$ cat src/lav_pkg.sv
// ----------------------------------------------------------------------------
// lav_pkg: shared types and constants of the look-at view matrix block
// Vector bundles, the side band that travels with an item, row results.
// ----------------------------------------------------------------------------
package lav_pkg;

  localparam int AXIS_FRAC  = 30;
  localparam int NORM_SH    = 6;   // leading-zero shift stages: 32,16,8,4,2,1
  localparam int SQRT_STEPS = 32;  // one root digit per stage
  localparam int DIV_STEPS  = 31;  // one quotient bit per stage

  localparam logic [1:0] ROW_SIDE = 2'd0;
  localparam logic [1:0] ROW_UP   = 2'd1;
  localparam logic [1:0] ROW_FWD  = 2'd2;

  typedef logic [2:0][31:0] v32_t;
  typedef logic [2:0][63:0] v64_t;

  // carried alongside an item: eye point, two vectors, running ok flag
  typedef struct packed {
    v32_t eye;
    v32_t p;
    v32_t q;
    logic flag;
  } side_t;

  typedef struct packed {
    v32_t        axis;
    logic [31:0] off;
  } row_t;

  typedef struct packed {
    row_t [2:0] rows;
    logic       degen;
  } block_t;

endpackage

$ cat src/lav_serial.sv
// ----------------------------------------------------------------------------
// lav_serial: row serialiser
// Takes a finished frame and puts its three rows out on consecutive cycles.
// ----------------------------------------------------------------------------
module lav_serial import lav_pkg::*; (
  input  logic        clk,
  input  logic        rst,
  input  logic        vld_in,
  input  block_t      block_in,
  output logic        done,
  output logic [1:0]  row_index,
  output logic [31:0] axis_x,
  output logic [31:0] axis_y,
  output logic [31:0] axis_z,
  output logic [31:0] offset,
  output logic        degenerate,
  output logic        last_row
);

  // phase names the next row to send; side means nothing pending
  block_t     hold;
  logic [1:0] phase;
  row_t       sel;

  always_comb begin
    if (vld_in) sel = block_in.rows[ROW_SIDE];
    else        sel = hold.rows[phase];
  end

  always_ff @(posedge clk) begin
    if (rst) begin
      done  <= 1'b0;
      phase <= ROW_SIDE;
    end else if (vld_in) begin
      done  <= 1'b1;
      phase <= ROW_UP;
    end else if (phase != ROW_SIDE) begin
      done  <= 1'b1;
      phase <= (phase == ROW_UP) ? ROW_FWD : ROW_SIDE;
    end else begin
      done  <= 1'b0;
    end
  end

  always_ff @(posedge clk) begin
    if (vld_in) hold <= block_in;
    row_index  <= vld_in ? ROW_SIDE : phase;
    axis_x     <= sel.axis[0];
    axis_y     <= sel.axis[1];
    axis_z     <= sel.axis[2];
    offset     <= sel.off;
    degenerate <= vld_in ? block_in.degen : hold.degen;
    last_row   <= !vld_in && (phase == ROW_FWD);
  end

endmodule

$ cat config.mk
export PLATFORM = sky130hd
export DESIGN_NAME = lav_serial
export DESIGN_NICKNAME = d
export VERILOG_FILES = /design/src/lav_pkg.sv /design/src/lav_serial.sv
export SDC_FILE = /design/constraint.sdc
export NUM_CORES = 1
export LEC_CHECK = 0
export ABC_CLOCK_PERIOD_IN_PS = 1200
export BUFFER_PORTS_ARGS = -buffer_cell sky130_fd_sc_hd__buf_4
export CORE_UTILIZATION = 25
export CTS_CLUSTER_SIZE = 30
export DETAILED_ROUTE_END_ITERATION = 8
export PLACE_DENSITY_LB_ADDON = 0.15
export RECOVER_POWER = 25
export SLEW_MARGIN = 40
export SYNTH_ARGS = -nofsm -noshare
export SYNTH_HDL_FRONTEND = slang
export SYNTH_SLANG_ARGS = --single-unit
$ cat constraint.sdc
create_clock -name clk -period 1.2 [get_ports clk]
set_input_delay 0.12 -clock clk [delete_from_list [all_inputs] [get_ports clk]]
set_output_delay 0.12 -clock clk [all_outputs]
set_load 0.005 [all_outputs]
# Yosys cells after proc, flatten, opt, wreduce, memory -nomap -nowiden
# Cells that the tools add are included.
[totals]
elab_cells = 40
mem_count = 0
out_inout_bits = 133
romBits = 0
latchBits = 0
inputBits = 388
ramBits = 0
register_bits = 520
[classes]
order_cmp = 1
multipliers = 0
n_eq_ne = 2
shifts = 0
addsub = 0
n_div = 0
bitwise_logic = 0
muxes = 9
reduce_logical = 5
[op_table]
columns = ["cell", "count"]
rows = [
  ["binary-select mux 128 bit (select 2 bit)", 1],
  ["2-to-1 mux 128 bit", 2],
  ["2-to-1 mux 1 bit", 5],
  ["nonzero test 2 bit", 2],
  ["< comparator 2 x 3 -> 1 bit, second input constant", 1],
  ["equality test 2 x 1 -> 1 bit, second input constant", 1],
  ["equality test 2 bit, second input constant", 1],
  ["2-to-1 mux 2 bit", 1],
  ["OR reduction 2 bit", 1],
  ["logical AND 1 bit", 1],
  ["logical NOT 1 bit", 1],
]

# Depth between registers and ports, before layout
# Gate-level depths: netlist of the first run.
[depth]
depth_word = 4
depth_mapped = 6
depth_no_buf = 2

# Worst setup path before layout of the first run
# No wires, ideal clock.
[synth_timing]
kind = "reg2reg"
startpoint = "reg phase[1]"
endpoint = "reg axis_x[12]"
period_less_slack_ps = 1234
t_required_ps = 1076
path_slack_ps = -34
n_path_buf = 3
setup_time_ps = 124
arrival_time_ps = 1109
stages_incl_launch_ff = 6
path_cell_list = "dfxtp_1 > buf_6 > buf_12 > buf_12 > mux2i_1 > o211ai_2"
[synth_rtl]
columns = ["element", "line", "source"]
rows = [
  ["start: declaration", "lav_serial.sv:22", "logic [1:0] phase;"],
  ["start signal: assignment", "lav_serial.sv:39", "phase <= (phase == ROW_UP) ? ROW_FWD : ROW_SIDE;"],
  ["end signal: assignment", "lav_serial.sv:48", "axis_x <= sel.axis[0];"],
  ["end: declaration", "lav_serial.sv:12", "output logic [31:0] axis_x,"],
]

==> summary.md, run 1 <==
| Metric | Value |
|---|---|
| Worst r2r src | phase[1]$_SDFFE_PP0P_ |
| Compound-Gate Fraction of Synth Area | 0.0625 |
| Synthesized flop and latch total | 520 |
| DR iter-0 viols | 642 |
| Routed wire length | 61000 µm |
| Peak supply drop | around 1.0 mV |
| Metal3 WL | 3220 µm |
| Synthesized area | 19400 µm² |
| Top Ports | 521 |
| Crit path DAT | 1.84 ns |
| Startpoint Class | flop |
| Drt first pass iters | 4 |
| First-pass GRT wire length | 88600 µm |
| Syn nets | 1514 |
| Final hold slack | 0.0802 ns |
| Num CTS Buffers | 60 |
| Slew Limit Fails | 0 |
| R2R Path End | offset[11]$_DFF_P_ |
| CP max FO | 16 |
| Post-Synth Adder-Cell Area | 0 |
| Avg Inst Size Synth | 17.2 µm² |
| Row count | around 100 |
| Clock Sinks | 520 |
| Clock skew | 0.0172 ns |
| Vias in the first global route | 14799 |
| Drt drc | 0 |
| Nature of the critical path endpoint | flop |
| CTS tree | done |
| Worst Hold End | axis_z[13]$_DFF_P_ |
| Worst rel slew slack | 0.588 |
| Initial antenna violation count | 4 |
| Static leakage | 0.0122 µW |
| Largest net degree at the start of global routing | 56 |
| Peak Freq | 0.735 GHz |
| Die footprint | approximately 79000 µm² |
| Gr usage total | 0.149 |
| Mux share of post-synthesis cell area | 0.0667 |
| R2R setup slack | -0.16 ns |
| Detailed route wirelength on metal2 | 31900 µm |
| Fraction of the mapped netlist area in simple logic gates | 0.102 |
| Hold path start | vld_in |
| Final WS setup | -0.160 ns |
| Starting density of the core | 0.254 |
| CTS root buffer | clkbuf_16 |
| Hold Vio Cnt, Final | 0 |
| Cells after Synth | 1126 |
| Reg2reg path depth | 4 |
| Final setup violation count | 133 |
| DR top layer | met4 |
| Skew-Pair Late Insertion Delay | 0.61 ns |
| Cells after DPL | 2692 |
| Port-buffer cells | 520 |
| Routability cong. | 0.750 |
| Post-route insts no fill | 3235 |
| Xor and xnor area share after synthesis | 0 |
| Syn. warnings | 0 |
| Via count | 13539 |
| Hold WC Path Type | in -> reg |
| Filler cells | just over 7000 |
| Core box area | ~76000 µm² |
| Gr ovfl total | 0 |
| Die X | 280 µm |
| Routed length on met1 | 24200 µm |
| RSZ-0062 raised after global routing | yes |
| Deepest clock path buffer count | 3 |
| Max-cap violations | 0 |
| Critical path type | reg -> reg |
| Area grow syn2layout | 65.7% |
| Number of distinct library cells after synthesis | 22 |
| Reg clk slew, reported paths | 0.06 ns |
| Layout cells sized above 1 | 0.408 |
| ANT nets after route | 0 |
| Sequential share of the synthesized area | 0.736 |
| Tcrit/Tclk final | 1.13 |
| Violated checks | negative setup slack |
| Worst-margin pin slew | between 0.6 and 0.7 ns |
| # H-tree levels | 2 |
| # nets final | 2537 |
| Crit path time final | ~1.4 ns |
| P per Cell Area | 1410 nW/µm² |
| Largest family of logic cells by synthesized area | simple AND/OR/NAND/NOR gates |
| Outcome | complete, but fails checks |
| Post-DR wirelength/cell | 18.8 µm |
| Die height | between 200 and 300 µm |
| Final HPWL DP | 39600 µm |
| Vias per cell | approximately 4.2 |
| Worst EP required | roughly 1.7 ns |
| Hold Path Depth | 4 |
## worst max-delay path, stage by stage, from the launching register on
cell and delay [ns]:
dfxtp_4 0.43, buf_4 0.27, buf_4 0.18, mux2i_1 0.22, o211ai_1 0.11
## worst max path at each step
stage,endpoint,start,depth (start not counted)
2_1_floorplan,axis_x[12]$_DFF_P_,phase[1]$_SDFFE_PP0P_,5
6_report,offset[11]$_DFF_P_,phase[1]$_SDFFE_PP0P_,4
3_3_place_gp,axis_z[6]$_DFF_P_,phase[1]$_SDFFE_PP0P_,4
3_5_place_dp,axis_z[0]$_DFF_P_,phase[1]$_SDFFE_PP0P_,4
5_1_grt,axis_z[3]$_DFF_P_,phase[1]$_SDFFE_PP0P_,5
4_1_cts,offset[30]$_DFF_P_,phase[1]$_SDFFE_PP0P_,4
## what timing repair did
action | in CTS | in global routing
gates cloned | 6 | 4
setup buffers | 11 | 9
pin swaps | 1 | 14
gates resized for setup | 210 | 75
hold endpoints to repair | 526 | 0
setup endpoints to repair | 247 | 240
hold buffers | 396 | 0
## cells in the mapped netlist
| library cell | number | share of area |
|---|---|---|
| or2_4 | 1 | 0.00045 |
| or4bb_1 | 29 | 0.017 |
| nor2b_1 | 3 | 0.00097 |
| buf_6 | 6 | 0.0035 |
| o211ai_2 | 50 | 0.032 |
| o211ai_1 | 78 | 0.030 |
| nand2_1 | 128 | 0.025 |
| buf_12 | 11 | 0.011 |
| buf_2 | 22 | 0.0057 |
| edfxtp_1 | 385 | 0.60 |
| clkbuf_1 | 33 | 0.0064 |
| buf_8 | 4 | 0.0031 |
| mux2_1 | 1 | 0.00058 |
| mux2i_1 | 128 | 0.066 |
| and2b_1 | 1 | 0.00039 |
| dfxtp_1 | 135 | 0.14 |
| nand4bb_1 | 99 | 0.057 |
| clkbuf_2 | 3 | 0.00077 |
| nor2_1 | 1 | 0.00019 |
| nor3_1 | 1 | 0.00026 |
| nor4b_2 | 1 | 0.00077 |
| buf_4 | 6 | 0.0023 |
## stage by stage
stage                     cell area (µm²)  utilization  setup slack [ns]  power (µW)  setup TNS [ns]
after floorplan                     19400            -            0.0159       23000               0
after global placement              25100        0.329            -0.148       25800          -15.16
after detailed placement            25100        0.329            -0.187       25800          -18.00
after CTS                           31800        0.417            -0.170       45800          -15.76
after global routing                32100        0.421            -0.220       47100          -22.31
final                               32100        0.421            -0.160       45200          -11.77
## cells by family after synthesis
group                  Yosys count
AO/OA/AOI/OAI                  128
buffers and inverters           85
flip-flops                     520
multiplexers                   129
AND/OR/NAND/NOR                264
## placed cells by master, fill, tap and decap left out, drive strengths merged
master / n
buf: 502
diode: 4
nand2: 128
nor2: 1
nand4bb: 99
bufinv: 4
edfxtp: 385
mux2: 1
clkinv: 23
mux2i: 128
and2b: 1
dlymetal6s4s: 1
or4bb: 29
or2: 1
dlygate4sd3: 395
dfxtp: 135
nor4b: 1
clkbuf: 234
nor3: 1
inv: 1
o211ai: 128
nor2b: 3
## area by class of cell
| class | instances | area (µm²) | area share |
|---|---|---|---|
| Clock buffer | 86 | 1690 | 0.0527 |
| Sequential cell | 520 | 14400 | 0.449 |
| Tap cell | 1030 | 1290 | 0.0401 |
| Multi-Input combinational cell | 521 | 4570 | 0.142 |
| Antenna cell | 4 | 10.0 | 0.000312 |
| Clock inverter | 28 | 253 | 0.00787 |
| Timing Repair Buffer | 1046 | 9880 | 0.308 |
## power by group
group	switching [µW]	internal, µW
clock	7430	10600
combinational	2100	3460
sequential	552	21000
total	10100	35100
## metal layers
| layer | track usage | vias up |
|---|---|---|
| li1 | - | 6498 |
| met1 | 0.173 | 6602 |
| met2 | 0.268 | 339 |
| met3 | 0.0331 | 100 |
| met4 | 0.0503 | 0 |
| met5 | 0 | - |
## flip-flops by register name, summed over array words and instances, names as in the netlist
| register | cells |
|---|---|
| axis_x | 32 |
| axis_y | 32 |
| axis_z | 32 |
| degenerate | 1 |
| done | 1 |
| hold | 385 |
| last_row | 1 |
| offset | 32 |
| phase | 2 |
| row_index | 2 |
No activity file was read; power rests on OpenSTA's default activity.
==> inputs of run 2 (changes only) <==
CORE_UTILIZATION = 45   (was 25)
==> run 2 against run 1 <==
Register-to-register slack worse by 0.05 ns. Via count up 2.7%. Count of clock-buffer cells in the layout down 9. Largest power group unchanged. Highest routed layer is now met5. Final cell count down 16%. Wire length down 4.1%. The run still ends with negative setup slack left. Sequential share of layout area up 1.8 points. Final area down 4.6%. Clock skew up 0.011 ns.
==> summary.md, run 2 (same netlist as run 1, synthesis figures left out) <==
| Metric | Value |
|---|---|
| Top reg by flops | hold |
| Critical path type | reg -> reg |
| Static leakage | ~0.012 µW |
| Net switching power figure | 9590 µW |
| Final HPWL DP | 35100 µm |
| RSZ-0062 raised after global routing | yes |
| Tcrit/Tclk final | 1.18 |
| Die footprint | 43900 µm² |
| ANT nets after route | 0 |
| Post-DR wirelength/cell | 21.6 µm |
| Area after DPL | 24300 µm² |
| Register area | between 10000 and 15000 µm² |
| Starting density of the core | 0.459 |
| Reg clk slew, reported paths | 0.07 ns |
| Hold Vio Cnt, Final | 0 |
| Final setup violation count | ~150 |
| Final instance area | 30700 µm² |
| Filler cells | about 2600 |
| P_int | 34000 µW |
| Peak supply drop | 1.76 mV |
| P per Cell Area | 1420 nW/µm² |
| Deepest clock path buffer count | 3 |
| CP max FO | 14 |
| Crit path time final | 1.41 ns |
| Most frequent cells in the layout | buf_4 (417), dlygate4sd3_1 (397), edfxtp_1 (385), nand2_1 (128), mux2i_1 (104) |
| R2R Path End | axis_y[29]$_DFF_P_ |
| Seq pwr share | 0.494 |
| Switching Fraction | 0.220 |
| Outcome | complete, but fails checks |
| Startpoint Class | flop |
| Routability cong. | slightly above 0.8 |
| R2R setup slack | -0.21 ns |
| CTS root buffer | clkbuf_16 |
| Commonest non-fill, non-tap cell in the layout | buf_4 |
| Area grow syn2layout | 58.1% |
| Hold path start | vld_in |
| Worst EP required | 1.65 ns |
| Core box area | 42200 µm² |
| Vias per cell | 5.13 |
| Multi-input logic area | roughly 4600 µm² |
| # H-tree levels | 2 |
| Reg2reg path depth | 4 |
| Num CTS Buffers | 53 |
| Die height | 210 µm |
| Combinational power share | 0.122 |
| # nets final | 2506 |
| Port-buffer cells | 520 |
| Die X | 210 µm |
| Skew-Pair Late Insertion Delay | ~0.60 ns |
| Worst Hold End | offset[5]$_DFF_P_ |
| Gr usage total | 0.259 |
| First-pass GRT wire length | 86600 µm |
| DR iter-0 viols | 752 |
| Via count | between 10000 and 15000 |
| CTS tree | done |
| Final WS setup | -0.213 ns |
| Worst-margin pin slew | around 1.0 ns |
| Largest net degree at the start of global routing | 62 |
| Vias in the first global route | 14959 |
| Clock skew | 0.0280 ns |
| Peak Freq | ~0.71 GHz |
| Nature of the critical path endpoint | flop |
| Violated checks | negative setup slack |
| Clk network pwr share | 0.385 |
| Layout cells sized above 1 | 0.373 |
| Max reg flops | 385 |
| Gr ovfl total | 0 |
| Hold WC Path Type | in -> reg |
| Drt drc | 0 |
| Initial antenna violation count | 11 |
| Max-cap violations | 0 |
| Worst rel slew slack | 0.307 |
| Top Ports | ~520 |
| Worst r2r src | phase[1]$_SDFFE_PP0P_ |
| Core Util, Final | 0.726 |
| Hold Path Depth | 4 |
| Routed wire length | 58500 µm |
| Total power | 43600 µW |
| Clock Sinks | 520 |
| Row count | 75 |
| Drt first pass iters | 4 |
| Slew Limit Fails | 0 |
| Crit path DAT | 1.86 ns |
==> run 2: cell types whose count changed in the layout (fill, tap and decap cells not counted), moves of 7 or more <==
cell | before | now
buf_6 | 131 | 43
buf_4 | 330 | 417
dfxtp_1 | 16 | 92
dfxtp_2 | 116 | 41
clkbuf_4 | 117 | 97
clkbuf_1 | 44 | 33
mux2i_2 | 14 | 24
mux2i_1 | 113 | 104
buf_16 | 10 | 2
clkbuf_16 | 66 | 58
clkbuf_8 | 5 | 12
==> run 2: routing by layer <==
layer  up-vias  track usage  part of all wire  routed length (µm)
met2       485        0.458              0.52               30400
met3       130       0.0619             0.060                3500
met1      6864        0.300              0.38               22300
li1       6419            -                 -                   -
met4         6        0.110             0.037                2160
met5         -            0           0.00060                  35
==> run 2: repair_timing <==
action | 4_1_cts | 5_1_grt
pin swaps | 1 | 4
resized for setup | 66 | 59
cloned | 2 | 7
hold buffers | 398 | 0
setup endpoints to repair | 156 | 163
buffers inserted | 1 | 13
endpoints found under the hold margin | 550 | 0
==> run 2: metrics by stage <==
| step | worst slack (ns) | hold slack, ns | instances | setup TNS, ns |
|---|---|---|---|---|
| global placement | -0.0551 | 0.298 | 2181 | -1.81 |
| CTS | -0.120 | 0.000272 | 2680 | -7.20 |
| detailed placement | -0.106 | 0.299 | 2181 | -4.55 |
| finish | -0.213 | 0.0475 | 2708 | -12.72 |
| floorplan | 0.0159 | 0.186 | 1126 | 0 |
| global route | -0.249 | 0.0438 | 2707 | -19.70 |
==> run 2: area by class of cell <==
type / count / share of cell area
Clock inverter: 21 / 0.00698
Timing Repair Buffer: 1020 / 0.301
Clock buffer: 77 / 0.0508
Sequential cell: 520 / 0.467
Antenna cell: 8 / 0.000653
Tap cell: 539 / 0.0220
Multi-Input combinational cell: 523 / 0.151
==> run 2: power groups by stage <==
stage	logic, µW	registers [µW]	clock network [µW]
after CTS	5130	21500	17000
after floorplan	1270	21700	0
after detailed placement	3900	21800	0
after global placement	3820	21700	0
final	5300	21500	16800
after global routing	5620	21600	17700
==> run 2: worst max-delay path by stage <==
stage | from | to | slack [ns] | depth (start not counted)
finish | phase[1]$_SDFFE_PP0P_ | axis_y[29]$_DFF_P_ | -0.21 | 4
global route | phase[1]$_SDFFE_PP0P_ | offset[31]$_DFF_P_ | -0.25 | 4
CTS | phase[1]$_SDFFE_PP0P_ | axis_x[24]$_DFF_P_ | -0.12 | 4
detailed placement | phase[1]$_SDFFE_PP0P_ | axis_y[17]$_DFF_P_ | -0.11 | 4
global placement | phase[1]$_SDFFE_PP0P_ | axis_x[2]$_DFF_P_ | -0.06 | 4
floorplan | phase[1]$_SDFFE_PP0P_ | axis_x[12]$_DFF_P_ | 0.02 | 5
==> run 2: worst max-delay path, stage by stage, from the launching register on <==
cell	delay, ns
dfxtp_4	0.45
buf_12	0.18
buf_16	0.18
mux2i_2	0.27
o211ai_1	0.16
==> inputs of run 3 (changes only) <==
CORE_UTILIZATION = 30   (was 45)
==> run 3 against run 2 <==
The flow still finishes with violations (negative setup slack). First-iteration DRC count decreased by 11%. Clock power about the same. Fmax is 5.0% higher.
==> summary.md, run 3 (same netlist as run 1, synthesis figures left out) <==
| Metric | Value |
|---|---|
| Die footprint | 65700 µm² |
| Port-buffer cells | 520 |
| Vias per cell | around 4.5 |
| Clock Sinks | 520 |
| Tcrit/Tclk final | 1.12 |
| Violated checks | negative setup slack |
| Routability cong. | 0.807 |
| ANT nets after route | 0 |
| Reg2reg path depth | 3 |
| Top Ports | 521 |
| Hold Path Depth | 4 |
| Filler cells | around 5500 |
| Starting density of the core | 0.306 |
| Max reg flops | approximately 390 |
| Worst-path cell chain | buf_12 > or4bb_1 > o211ai_1 |
| Via count | 13386 |
| P per Cell Area | 1410 nW/µm² |
| Num CTS Buffers | 56 |
| Layout cells sized above 1 | 0.368 |
| Crit path time final | about 1.3 ns |
| Met2 usage | 0.312 |
| CP max stage delay | 0.52 ns |
| CP max FO | 37 |
| Startpoint Class | flop |
| Worst EP required | 1.71 ns |
| Row count | a little over 90 |
| Skew-Pair Late Insertion Delay | 0.60 ns |
| Routing usage on met3 | 0.0322 |
| Area grow syn2layout | 59.4% |
| Most frequent cells in the layout | dlygate4sd3_1 (391), buf_4 (387), edfxtp_1 (385), nand2_1 (128), mux2i_1 (123) |
| Peak Freq | approximately 0.74 GHz |
| Gr usage total | 0.173 |
| Worst-margin pin slew | between 0.8 and 0.9 ns |
| Largest net degree at the start of global routing | 43 |
| Total power | 43600 µW |
| DR iter-0 viols | 673 |
| RSZ-0062 raised after global routing | yes |
| Core box area | 63400 µm² |
| Routed wire length | 57900 µm |
| Hold Vio Cnt, Final | 0 |
| GRT met1 Usage | 0.205 |
| Slew Limit Fails | 0 |
| Drt first pass iters | 4 |
| Gr ovfl total | 0 |
| Worst rel slew slack | 0.407 |
| Slowest CP cell | or4bb_1 |
| Crit path DAT | approximately 1.9 ns |
| Die X | approximately 260 µm |
| Peak supply drop | around 1.1 mV |
| Die height | 256 µm |
| # H-tree levels | 2 |
| Post-DR wirelength/cell | 19.3 µm |
| Nature of the critical path endpoint | flop |
| # nets final | 2501 |
| Reg clk slew, reported paths | ~0.06 ns |
| Max-cap violations | 0 |
| Critical path type | reg -> reg |
| Initial antenna violation count | 3 |
| Busiest grt layer | met2 |
| Outcome | complete, but fails checks |
| Drt drc | 0 |
| Final WS setup | -0.146 ns |
| Final HPWL DP | 38300 µm |
| Final setup violation count | 139 |
| CTS root buffer | clkbuf_16 |
| Hold WC Path Type | in -> reg |
| Worst slack, placed | -0.120 ns |
| CTS tree | done |
| Clock skew | 0.0300 ns |
| Deepest clock path buffer count | 3 |
| Commonest non-fill, non-tap cell in the layout | dlygate4sd3_1 |
| Top reg by flops | hold |
| Vias in the first global route | 14649 |
| First-pass GRT wire length | 87700 µm |
| Static leakage | 0.0118 µW |
-- run 3: cell count changes in the layout (fill, tap and decap cells not counted), sizes merged --
cell	previous run	this run
diode	8	2
clkinvlp	2	0
clkinv	15	16
dlygate4sd3	397	391
buf	495	486
inv	0	2
dlymetal6s4s	1	0
clkbuf	203	216
bufbuf	1	2
or2	3	1
-- run 3: report_power, final --
part           switching [µW]  internal, µW  leakage, µW
registers                 510         21000      0.00491
logic                    2030          3170      0.00601
clock network            7040          9830     0.000875
-- run 3: routing by layer --
| metal | vias up | share of wire |
|---|---|---|
| met4 | 2 | 0.029 |
| met1 | 6548 | 0.40 |
| met2 | 340 | 0.52 |
| met3 | 103 | 0.045 |
| met5 | - | 0.00022 |
| li1 | 6393 | - |
-- run 3: worst max-delay path, delay by kind of cell, from the launching register on --
family	cells	cell delay (ns)
and+or+nand+nor	1	0.52
DFF	1	0.39
buffers and inverters	1	0.19
AOI/OAI and AO/OA	1	0.12
-- run 3: layout make-up --
cell class / count / area, µm² / share of cell area
Antenna cell: 2 / 5.00 / 0.000162
Sequential cell: 520 / 14400 / 0.464
Clock inverter: 22 / 226 / 0.00733
Multi-Input combinational cell: 521 / 4520 / 0.146
Tap cell: 846 / 1060 / 0.0343
Clock buffer: 81 / 1560 / 0.0503
Timing Repair Buffer: 1014 / 9190 / 0.297
-- run 3: final timing paths --
kind                                           end  slack [ns]                   from
worst max register to register   axis_x[2]$_DFF_P_       -0.15  phase[1]$_SDFFE_PP0P_
worst min register to register  degenerate$_DFF_P_        0.50      hold[0]$_DFFE_PP_
worst min-delay path            offset[13]$_DFF_P_        0.13                 vld_in
worst max-delay path             axis_x[2]$_DFF_P_       -0.15  phase[1]$_SDFFE_PP0P_
-- run 3: through the flow --
step / utilization / hold WS (ns) / cell area, µm² / setup TNS (ns) / instances
final: 0.487 / 0.129 / 30900 / -9.71 / 3006
after global routing: 0.487 / 0.143 / 30900 / -17.94 / 3006
after CTS: 0.488 / 0.0143 / 30900 / -8.24 / 2997
after detailed placement: 0.392 / 0.299 / 24900 / -8.48 / 2501
after global placement: 0.392 / 0.298 / 24900 / -6.47 / 2501
after floorplan: - / 0.186 / 19400 / 0 / 1126
-- run 3: timing repair --
item	CTS	global route
setup endpoints to repair	182	153
pin swaps	7	0
hold endpoints to repair	524	0
buffers inserted	0	6
gates cloned	2	1
gates resized for setup	113	23
hold buffers	391	0
